<file path="config.mk">
export PLATFORM = sky130hd
export DESIGN_NAME = tablet_report_event_decoder
export DESIGN_NICKNAME = d
export VERILOG_FILES = /design/src/rtl/core/trd_pkg.sv /design/src/rtl/core/trd_event_gen.sv /design/src/rtl/core/trd_button_store.sv /design/src/rtl/core/tablet_report_event_decoder.sv
export SDC_FILE = /design/constraint.sdc
export NUM_CORES = 1
export LEC_CHECK = 0
export ABC_AREA = 1
export BUFFER_PORTS_ARGS = -buffer_cell sky130_fd_sc_hd__buf_2
export CAP_MARGIN = 10
export CORE_MARGIN = 2
export CORE_UTILIZATION = 50
export DETAILED_ROUTE_END_ITERATION = 16
export PLACE_DENSITY_LB_ADDON = 0.25
export SYNTH_ARGS = -nofsm -noshare
export SYNTH_HDL_FRONTEND = slang
export SYNTH_SLANG_ARGS = --single-unit
</file>
<file path="constraint.sdc">
create_clock -name clk_i -period 4.3 [get_ports clk_i]
set_clock_uncertainty 0.2 [all_clocks]
set_input_delay 0.645 -clock clk_i [delete_from_list [all_inputs] [get_ports clk_i]]
set_output_delay 0.645 -clock clk_i [all_outputs]
set_load 0.1 [all_outputs]
</file>
<file path="src/rtl/core/trd_pkg.sv">
// Shared types and constants for the tablet report event decoder.
// Used by the event generator, the button store and the top level; no dependencies.
package trd_pkg;

  // Input word fields, packed as they arrive
  localparam logic [7:0] ReportIdPen    = 8'h02;
  localparam logic [7:0] StatusPenLimit = 8'hb0;
  localparam logic [7:0] StatusPadMin   = 8'hf0;

  // Dial bits in byte 7 of a pad report
  localparam int unsigned DialLeftUp    = 0;
  localparam int unsigned DialLeftDown  = 1;
  localparam int unsigned DialRightUp   = 4;
  localparam int unsigned DialRightDown = 5;

  // Pen status flag bits
  localparam int unsigned StatusTouch   = 0;
  localparam int unsigned StatusStylus1 = 1;
  localparam int unsigned StatusStylus2 = 2;

  // Step positions: pen reports use all nine, pad reports the first three
  localparam int unsigned StepW      = 4;
  localparam int unsigned NumSteps   = 9;
  localparam logic [StepW-1:0] StepPadDial = 4'd0;
  localparam logic [StepW-1:0] StepPadKey  = 4'd1;
  localparam logic [StepW-1:0] StepPadSync = 4'd2;
  localparam logic [StepW-1:0] StepLast    = 4'd8;

  localparam int unsigned ButtonW = 5;
  localparam int unsigned ValueW  = 17;
  localparam int unsigned MapW    = 24;

  typedef enum logic [3:0] {
    KindTool     = 4'd0,
    KindPressure = 4'd1,
    KindStylus1  = 4'd2,
    KindStylus2  = 4'd3,
    KindX        = 4'd4,
    KindY        = 4'd5,
    KindTiltX    = 4'd6,
    KindTiltY    = 4'd7,
    KindSync     = 4'd8,
    KindWheel    = 4'd9,
    KindHWheel   = 4'd10,
    KindPadKey   = 4'd11
  } event_kind_e;

  // One input report
  typedef struct packed {
    logic [1:0] device_slot;
    logic [7:0] report_id;
    logic [7:0] status;
    logic [7:0] byte_2;
    logic [7:0] byte_3;
    logic [7:0] byte_4;
    logic [7:0] byte_5;
    logic [7:0] byte_6;
    logic [7:0] byte_7;
    logic [7:0] byte_8;
    logic [7:0] byte_9;
  } item_t;

  // One output event
  typedef struct packed {
    logic [1:0]               event_slot;
    logic                     to_pad;
    event_kind_e              event_kind;
    logic [ButtonW-1:0]       button_number;
    logic signed [ValueW-1:0] event_value;
    logic                     last_of_run;
  } event_t;

  // Sequencing status from the generator
  typedef struct packed {
    logic             has_event;
    logic             is_last;
    logic [StepW-1:0] step;
  } gen_status_t;

  // Update of the remembered pad button
  typedef struct packed {
    logic               en;
    logic [ButtonW-1:0] data;
  } btn_wr_t;

endpackage

</file>
<file path="src/rtl/core/trd_event_gen.sv">
// Combinational event generator: picks the event for the current step of one report.
// Depends on trd_pkg.
module trd_event_gen (
  input  trd_pkg::item_t                 item_i,
  input  logic [trd_pkg::StepW-1:0]      step_i,
  input  logic [trd_pkg::ButtonW-1:0]    held_i,
  output trd_pkg::gen_status_t           status_o,
  output trd_pkg::event_t                event_o,
  output trd_pkg::btn_wr_t               btn_wr_o
);

  logic                               is_rid;
  logic                               is_pen;
  logic                               is_pad;
  logic [trd_pkg::MapW-1:0]           map;
  logic                               map_any;
  logic [trd_pkg::ButtonW-1:0]        map_pos;
  logic                               left_on;
  logic                               right_on;
  logic                               dial;
  logic signed [trd_pkg::ValueW-1:0]  dial_val;
  logic [trd_pkg::NumSteps-1:0]       exist;
  logic [trd_pkg::NumSteps-1:0]       cand;
  logic [trd_pkg::StepW-1:0]          cur;
  logic                               found;
  logic                               more;

  // Report classification
  assign is_rid = (item_i.report_id == trd_pkg::ReportIdPen);
  assign is_pen = is_rid && (item_i.status < trd_pkg::StatusPenLimit);
  assign is_pad = is_rid && (item_i.status >= trd_pkg::StatusPadMin);

  assign map     = {item_i.byte_4, item_i.byte_3, item_i.byte_2};
  assign map_any = (map != '0);

  // Lowest set button bit, 1-based
  always_comb begin
    map_pos = '0;
    for (int i = trd_pkg::MapW - 1; i >= 0; i--) begin
      if (map[i]) begin
        map_pos = trd_pkg::ButtonW'(i + 1);
      end
    end
  end

  // Dial decode, left dial first and the up bit first within a dial
  assign left_on  = item_i.byte_7[trd_pkg::DialLeftUp] || item_i.byte_7[trd_pkg::DialLeftDown];
  assign right_on = item_i.byte_7[trd_pkg::DialRightUp] ||
                    item_i.byte_7[trd_pkg::DialRightDown];
  assign dial     = left_on || right_on;

  always_comb begin
    if (left_on) begin
      dial_val = item_i.byte_7[trd_pkg::DialLeftUp] ? 17'sd1 : -17'sd1;
    end else begin
      dial_val = item_i.byte_7[trd_pkg::DialRightUp] ? 17'sd1 : -17'sd1;
    end
  end

  // Which steps give an event for this report
  always_comb begin
    exist = '0;
    if (is_pen) begin
      exist = '1;
      exist[trd_pkg::KindPressure] = item_i.status[trd_pkg::StatusTouch];
    end else if (is_pad) begin
      exist[trd_pkg::StepPadDial] = dial;
      exist[trd_pkg::StepPadKey]  = map_any || (!dial && (held_i != '0));
      exist[trd_pkg::StepPadSync] = 1'b1;
    end
  end

  // First existing step at or after the current one, and whether another follows
  always_comb begin
    cur   = '0;
    found = 1'b0;
    more  = 1'b0;
    for (int i = 0; i < trd_pkg::NumSteps; i++) begin
      cand[i] = exist[i] && (trd_pkg::StepW'(i) >= step_i);
    end
    for (int i = trd_pkg::NumSteps - 1; i >= 0; i--) begin
      if (cand[i]) begin
        if (found) begin
          more = 1'b1;
        end
        found = 1'b1;
        cur   = trd_pkg::StepW'(i);
      end
    end
  end

  assign status_o.has_event = found;
  assign status_o.is_last   = !more;
  assign status_o.step      = cur;

  // Event contents for the chosen step
  always_comb begin
    event_o.event_slot    = item_i.device_slot;
    event_o.to_pad        = is_pad;
    event_o.event_kind    = trd_pkg::KindSync;
    event_o.button_number = '0;
    event_o.event_value   = 17'sd1;
    event_o.last_of_run   = !more;
    btn_wr_o.en           = 1'b0;
    btn_wr_o.data         = '0;
    if (is_pad) begin
      case (cur)
        trd_pkg::StepPadDial: begin
          event_o.event_kind  = left_on ? trd_pkg::KindWheel : trd_pkg::KindHWheel;
          event_o.event_value = dial_val;
        end
        trd_pkg::StepPadKey: begin
          event_o.event_kind    = trd_pkg::KindPadKey;
          event_o.button_number = map_any ? map_pos : held_i;
          event_o.event_value   = map_any ? 17'sd1 : 17'sd0;
          btn_wr_o.en           = 1'b1;
          btn_wr_o.data         = map_any ? map_pos : '0;
        end
        default: begin
          event_o.event_kind = trd_pkg::KindSync;
        end
      endcase
    end else begin
      case (cur)
        4'd0: begin
          event_o.event_kind  = trd_pkg::KindTool;
          event_o.event_value = {16'd0, item_i.status[trd_pkg::StatusTouch]};
        end
        4'd1: begin
          event_o.event_kind  = trd_pkg::KindPressure;
          event_o.event_value = {1'b0, item_i.byte_7, item_i.byte_6};
        end
        4'd2: begin
          event_o.event_kind  = trd_pkg::KindStylus1;
          event_o.event_value = {16'd0, item_i.status[trd_pkg::StatusStylus1]};
        end
        4'd3: begin
          event_o.event_kind  = trd_pkg::KindStylus2;
          event_o.event_value = {16'd0, !item_i.status[trd_pkg::StatusStylus1] &&
                                        item_i.status[trd_pkg::StatusStylus2]};
        end
        4'd4: begin
          event_o.event_kind  = trd_pkg::KindX;
          event_o.event_value = {1'b0, item_i.byte_3, item_i.byte_2};
        end
        4'd5: begin
          event_o.event_kind  = trd_pkg::KindY;
          event_o.event_value = {1'b0, item_i.byte_5, item_i.byte_4};
        end
        4'd6: begin
          event_o.event_kind  = trd_pkg::KindTiltX;
          event_o.event_value = {{9{item_i.byte_8[7]}}, item_i.byte_8};
        end
        4'd7: begin
          event_o.event_kind  = trd_pkg::KindTiltY;
          event_o.event_value = {{9{item_i.byte_9[7]}}, item_i.byte_9};
        end
        default: begin
          event_o.event_kind = trd_pkg::KindSync;
        end
      endcase
    end
  end

endmodule

</file>
<file path="src/rtl/core/trd_button_store.sv">
// Per-slot store of the pad button pressed last, with one read and one write port.
// Depends on trd_pkg.
module trd_button_store #(
  parameter int unsigned DEVICE_SLOTS = 4
) (
  input  logic                          clk_i,
  input  logic                          rst_ni,
  input  logic [1:0]                    slot_i,
  input  trd_pkg::btn_wr_t              wr_i,
  output logic [trd_pkg::ButtonW-1:0]   held_o
);

  localparam int unsigned IdxW = (DEVICE_SLOTS > 1) ? $clog2(DEVICE_SLOTS) : 1;

  logic [trd_pkg::ButtonW-1:0] last_button_q [DEVICE_SLOTS];
  logic                        slot_ok;
  logic [IdxW-1:0]             idx;

  // Slots beyond the store read as no button and are never written
  assign slot_ok  = (32'(slot_i) < DEVICE_SLOTS);
  assign idx      = IdxW'(slot_i);
  assign held_o   = slot_ok ? last_button_q[idx] : '0;

  // Storage registers, cleared at reset to no button held
  always_ff @(posedge clk_i or negedge rst_ni) begin
    if (!rst_ni) begin
      for (int i = 0; i < DEVICE_SLOTS; i++) begin
        last_button_q[i] <= '0;
      end
    end else if (wr_i.en && slot_ok) begin
      last_button_q[idx] <= wr_i.data;
    end
  end

endmodule

</file>
<file path="src/rtl/core/tablet_report_event_decoder.sv">
// Top level of the tablet report event decoder: report register, step counter, event register.
// Depends on trd_pkg, trd_event_gen and trd_button_store.

// A report word is held in an input register while its events are sent out one per cycle,
// unless the output stalls, through a registered output: a pen report sends nine events (eight
// without contact), a pad report one to three, and a report that is neither sends nothing.
// The next report is taken in the same cycle as the last event of the current one, so a
// stream of pen reports runs at one event per cycle while the output is not stalled; the step
// counter walks over the report's events. Pad button numbers come out 1-based; each slot remembers the
// button pressed last so that a later empty pad report can send its release.
module tablet_report_event_decoder #(
  parameter int unsigned DEVICE_SLOTS = 4
) (
  input  logic        clk_i,
  input  logic        rst_ni,
  input  logic        s_tvalid_i,
  output logic        s_tready_o,
  // report_id, status, byte_2 .. byte_9
  input  logic [79:0] s_tdata_i,
  // device_slot
  input  logic [1:0]  s_tuser_i,
  output logic        m_tvalid_o,
  input  logic        m_tready_i,
  // button_number, event_value, 2 zero bits
  output logic [23:0] m_tdata_o,
  // event_slot, to_pad, event_kind
  output logic [6:0]  m_tuser_o,
  // last_of_run
  output logic        m_tlast_o
);

  trd_pkg::item_t              item_q, item_d;
  logic                        item_valid_q, item_valid_d;
  logic [trd_pkg::StepW-1:0]   step_q, step_d;
  trd_pkg::event_t             out_q, out_d;
  logic                        out_valid_q, out_valid_d;
  trd_pkg::gen_status_t        gen_status;
  trd_pkg::event_t             gen_event;
  trd_pkg::btn_wr_t            gen_wr;
  trd_pkg::btn_wr_t            store_wr;
  logic [trd_pkg::ButtonW-1:0] held;
  logic                        out_ready;
  logic                        push;
  logic                        consume;
  logic                        accept;

  trd_event_gen u_gen (
    .item_i   (item_q),
    .step_i   (step_q),
    .held_i   (held),
    .status_o (gen_status),
    .event_o  (gen_event),
    .btn_wr_o (gen_wr)
  );

  trd_button_store #(
    .DEVICE_SLOTS (DEVICE_SLOTS)
  ) u_store (
    .clk_i  (clk_i),
    .rst_ni (rst_ni),
    .slot_i (item_q.device_slot),
    .wr_i   (store_wr),
    .held_o (held)
  );

  // Handshake decisions
  assign out_ready  = !out_valid_q || m_tready_i;
  assign push       = item_valid_q && gen_status.has_event && out_ready;
  assign consume    = item_valid_q && (!gen_status.has_event || (out_ready && gen_status.is_last));
  assign s_tready_o = !item_valid_q || consume;
  assign accept     = s_tvalid_i && s_tready_o;

  assign store_wr.en   = push && gen_wr.en;
  assign store_wr.data = gen_wr.data;

  // Report register and step counter
  always_comb begin
    item_valid_d = item_valid_q;
    item_d       = item_q;
    step_d       = step_q;
    if (consume) begin
      item_valid_d = 1'b0;
    end else if (push) begin
      step_d = gen_status.step + trd_pkg::StepW'(1);
    end
    if (accept) begin
      item_valid_d = 1'b1;
      item_d       = {s_tuser_i, s_tdata_i[7:0], s_tdata_i[15:8], s_tdata_i[23:16],
                      s_tdata_i[31:24], s_tdata_i[39:32], s_tdata_i[47:40],
                      s_tdata_i[55:48], s_tdata_i[63:56], s_tdata_i[71:64],
                      s_tdata_i[79:72]};
      step_d       = '0;
    end
  end

  // Output event register
  always_comb begin
    out_valid_d = out_valid_q;
    out_d       = out_q;
    if (out_ready) begin
      out_valid_d = push;
      out_d       = gen_event;
    end
  end

  always_ff @(posedge clk_i or negedge rst_ni) begin
    if (!rst_ni) begin
      item_valid_q <= 1'b0;
      step_q       <= '0;
      out_valid_q  <= 1'b0;
    end else begin
      item_valid_q <= item_valid_d;
      step_q       <= step_d;
      out_valid_q  <= out_valid_d;
    end
  end

  always_ff @(posedge clk_i) begin
    item_q <= item_d;
    out_q  <= out_d;
  end

  assign m_tvalid_o = out_valid_q;
  assign m_tdata_o  = {2'b00, out_q.event_value, out_q.button_number};
  assign m_tuser_o  = {out_q.event_kind, out_q.to_pad, out_q.event_slot};
  assign m_tlast_o  = out_q.last_of_run;

`ifndef ASSERT_OFF
  // Every run of events closes with a sync.
  assert property (@(posedge clk_i) disable iff (!rst_ni)
    m_tvalid_o && m_tlast_o |-> out_q.event_kind == trd_pkg::KindSync)
    else $error("run closed by an event other than sync");

  // Pad key events go to the pad device and carry a real button number.
  assert property (@(posedge clk_i) disable iff (!rst_ni)
    m_tvalid_o && out_q.event_kind == trd_pkg::KindPadKey |->
      out_q.to_pad && out_q.button_number != '0)
    else $error("pad key event without a button or on the pen device");

  // Only pad key events carry a button number.
  assert property (@(posedge clk_i) disable iff (!rst_ni)
    m_tvalid_o && out_q.event_kind != trd_pkg::KindPadKey |-> out_q.button_number == '0)
    else $error("button number on a non-key event");

  // The step counter never runs past the sync step of a held report.
  assert property (@(posedge clk_i) disable iff (!rst_ni)
    item_valid_q |-> step_q <= trd_pkg::StepLast)
    else $error("step counter past the last step");
`endif

endmodule
</file>
==> impl_metrics.py <==
metrics = {
    "yosys": {
        "synth_edf_count": 111,
        "synth_ff_type": "edfxtp_1",
        "yosysTopAreaCellShare_pct": 55.09,
        "async_flop_share_pct": 18.98,
        "yosys_warnings": 0,
        "synth.distinct_cells": 43,
        "synthTopCellsByCount": "nand2_1, edfxtp_1, inv_1, nor2_1",
        "seq_area_frac_synth_pct": 65.84,
        "synth_area_leaders": "edfxtp_1, dfrtp_1, nand2_1, inv_1, nor2_1",
        "syn_avg_cell_area_um2": 11.02,
        "yosys.area.top_type": "edfxtp_1",
        "syn_area_um2": 6051,
        "ys_ff_latch": 137,
        "post-synth-top-count-cell": "nand2_1",
        "synth_cells": 549,
    },
    "critical_path": {
        "cp-end-kind": "flip-flop",
        "start_kind": "flip-flop",
        "reg2reg_slack_ps": 380,
        "critPathMaxStageDelay_ps": 570,
        "worst_ep_arrival_time_ps": 3880,
        "cp_cell_sequence": "nor2_1, nand2_1, nand3_1, nor2_1, nand3_1, o21ai_1, a21oi_1, o21ai_2, nand2_1, nand2_1, inv_1, ha_1, inv_1, nor2_2, nor2_1, nand2_1, o31ai_2, nor2_1, nor2_1",
        "critical_path_class": "reg -> reg",
        "cp.required_ps": 4260,
        "path_max_fanout": 10,
        "crit_top_cell": "nor2_1",
        "crit_path_top_delay_cell": "nor2_1",
    },
    "sta": {
        "hold_viol": 0,
        "rsz0062_at_grt": "no",
        "worst_pin_slew_ps": 698.0,
        "fmax_mhz": 255.0,
        "holdWs_ps": 45.56,
        "fin_crit_ps": 3922,
        "tns_ps": 0,
        "min_period_over_period_pct": 91.20,
        "setup_violations": 0,
        "slew_violations": 0,
        "slew-limit-headroom_pct": 53.34,
    },
    "clock_network": {
        "h-tree-depth": 4,
        "cts_buffers": 17,
        "post_cts_buffers": 0,
        "clk_latency_ps": 420,
        "cts-root-buf": "clkbuf_16",
        "clock_sinks": 137,
        "cts_hold_buf": 0,
        "cts_buffer_depth": 2,
        "clk_pin_slew_ps": 60,
        "cts_resized": 0,
        "cts_tree": "yes",
    },
    "route": {
        "dr.pass1.iters": 5,
        "vias": 4464,
        "drc": 0,
        "drtIter0Drc": 305,
        "routed_via_density": 5.295,
        "wirelength_mm": 13.72,
        "final_antenna_net_count": 0,
        "wl_per_cell_um": 16.27,
    },
    "layout": {
        "postLayoutCellArea_um2": 7376,
        "final_cells": 843,
        "utilization_pct": 61.92,
        "drive_above_1_share_pct": 27.91,
        "syn2layout_area_growth_pct": 21.90,
        "fin_nets": 772,
    },
    "global_routing": {
        "gr-total-overflow": 0,
        "grt_use_total_pct": 22.42,
        "grt_pass1_wl_mm": 21.84,
        "grt_pass1_vias": 4371,
        "grt_max_degree": 82,
        "antenna_found_initial": 0,
    },
    "pwr": {
        "ir_drop_uv": 348.7,
        "powerDensity_nw_per_um2": 407.6,
        "p_leak_nw": 3.457,
    },
    "placed_design": {
        "dp_hpwl_mm": 9.425,
        "dpl_cell_area_um2": 6819,
        "io_buffers": 116,
        "gp_congestion": 0.9272,
        "dp_cells": 810,
    },
    "floorplan": {
        "initial_core_util_pct": 50.80,
        "die_y_um": 114.0,
        "io_pins": 120,
        "chipWidth_um": 114.0,
        "core_um2": 11910,
        "dieArea_um2": 13000,
        "std_cell_rows": 40,
    },
    "flow_run": {
        "drv_cap": 0,
    },
    "run_status": {
        "outcome": "finished clean",
    },
    "min_path": {
        "worstHoldPathType": "in -> async",
    },
}
[power by group]
group | switching, W | leakage, nW | total [W] | internal (W)
clock | 0.000563 | 0.257 | 0.00136 | 0.000796
combinational | 0.0000976 | 1.69 | 0.000141 | 0.0000432
sequential | 0.0000197 | 1.51 | 0.00151 | 0.00149
[cells by family after synthesis]
family	share of synthesized area, %
compound gates	8.892
xor+xnor	0.1448
fa+ha+maj	0.8272
buf+inv	5.542
flops	65.84
other cells	0.06198
simple gates	18.69
[cell type report]
cell class | count | area (um2)
Multi-Input combinational cell | 333 | 1735
Timing Repair Buffer | 121 | 630.6
Inverter | 72 | 284.0
Sequential cell | 137 | 3985
Clock buffer | 18 | 429.2
Tap cell | 147 | 183.9
Clock inverter | 14 | 125.1
Antenna cell | 1 | 2.502
Fill cell | 940 | 4536
[through the flow]
step           worst slack [ps]  total power (W)
4_1_cts                   468.4         0.003027
2_1_floorplan             99.40         0.001607
3_5_place_dp              478.4         0.001674
5_1_grt                   49.31         0.003105
3_3_place_gp              595.2         0.001669
6_report                  378.2         0.003006
[sequential cells by signal, summed over array words and instances (netlist names)]
name                   flops
m_tvalid_o                 1
m_tuser_o                  7
m_tlast_o                  1
u_store.last_button_q     20
item_valid_q               1
step_q                     4
item_q                    81
m_tdata_o                 22
[cell usage in the layout, fill, tap and decap left out, drive strengths merged, types with 2 or more instances in the layout]
master	Yosys	routed
a21oi	8	8
a221oi	9	9
a22o	2	2
a22oi	4	4
a31oi	2	2
buf	7	121
clkbuf	1	18
clkinv	1	6
clkinvlp	0	6
conb	1	2
dfrtp	26	26
edfxtp	111	111
ha	4	4
inv	71	73
nand2	159	159
nand3	27	27
nand4	3	3
nor2	48	48
nor3	5	5
nor4	2	2
o211ai	9	9
o21ai	34	34
o22ai	7	7
o31ai	4	4
[routing by layer]
| metal | part of all wire, % | track usage (%) |
|---|---|---|
| met4 | 1.3 | 7.967 |
| met5 | 0 | 0 |
| met2 | 50 | 37.06 |
| met1 | 41 | 28.16 |
| met3 | 8.0 | 6.801 |
[worst paths after layout]
check | start | to | cells past startpoint
setup / recovery | item_q[80] | m_tdata_o[5] | 19
hold / removal | rst_ni | step_q[0] | 1
setup reg to reg | item_q[80] | m_tdata_o[5] | 19
hold reg to reg | u_store.last_button_q[13] | u_store.last_button_q[13] | 2
max in group asynchronous | rst_ni | m_tvalid_o | 1
min in group clk_i | s_tdata_i[27] | item_q[51] | 1
[critical path: cells and delay by family, from the launching register on]
family,cells,cell delay [ps]
adder cells (fa/ha/maj),1,250
AND/OR/NAND/NOR,12,2060
buffers and inverters,2,200
flip-flops,1,460
AO/OA/AOI/OAI,4,520
(Power assumes the default switching activity.)
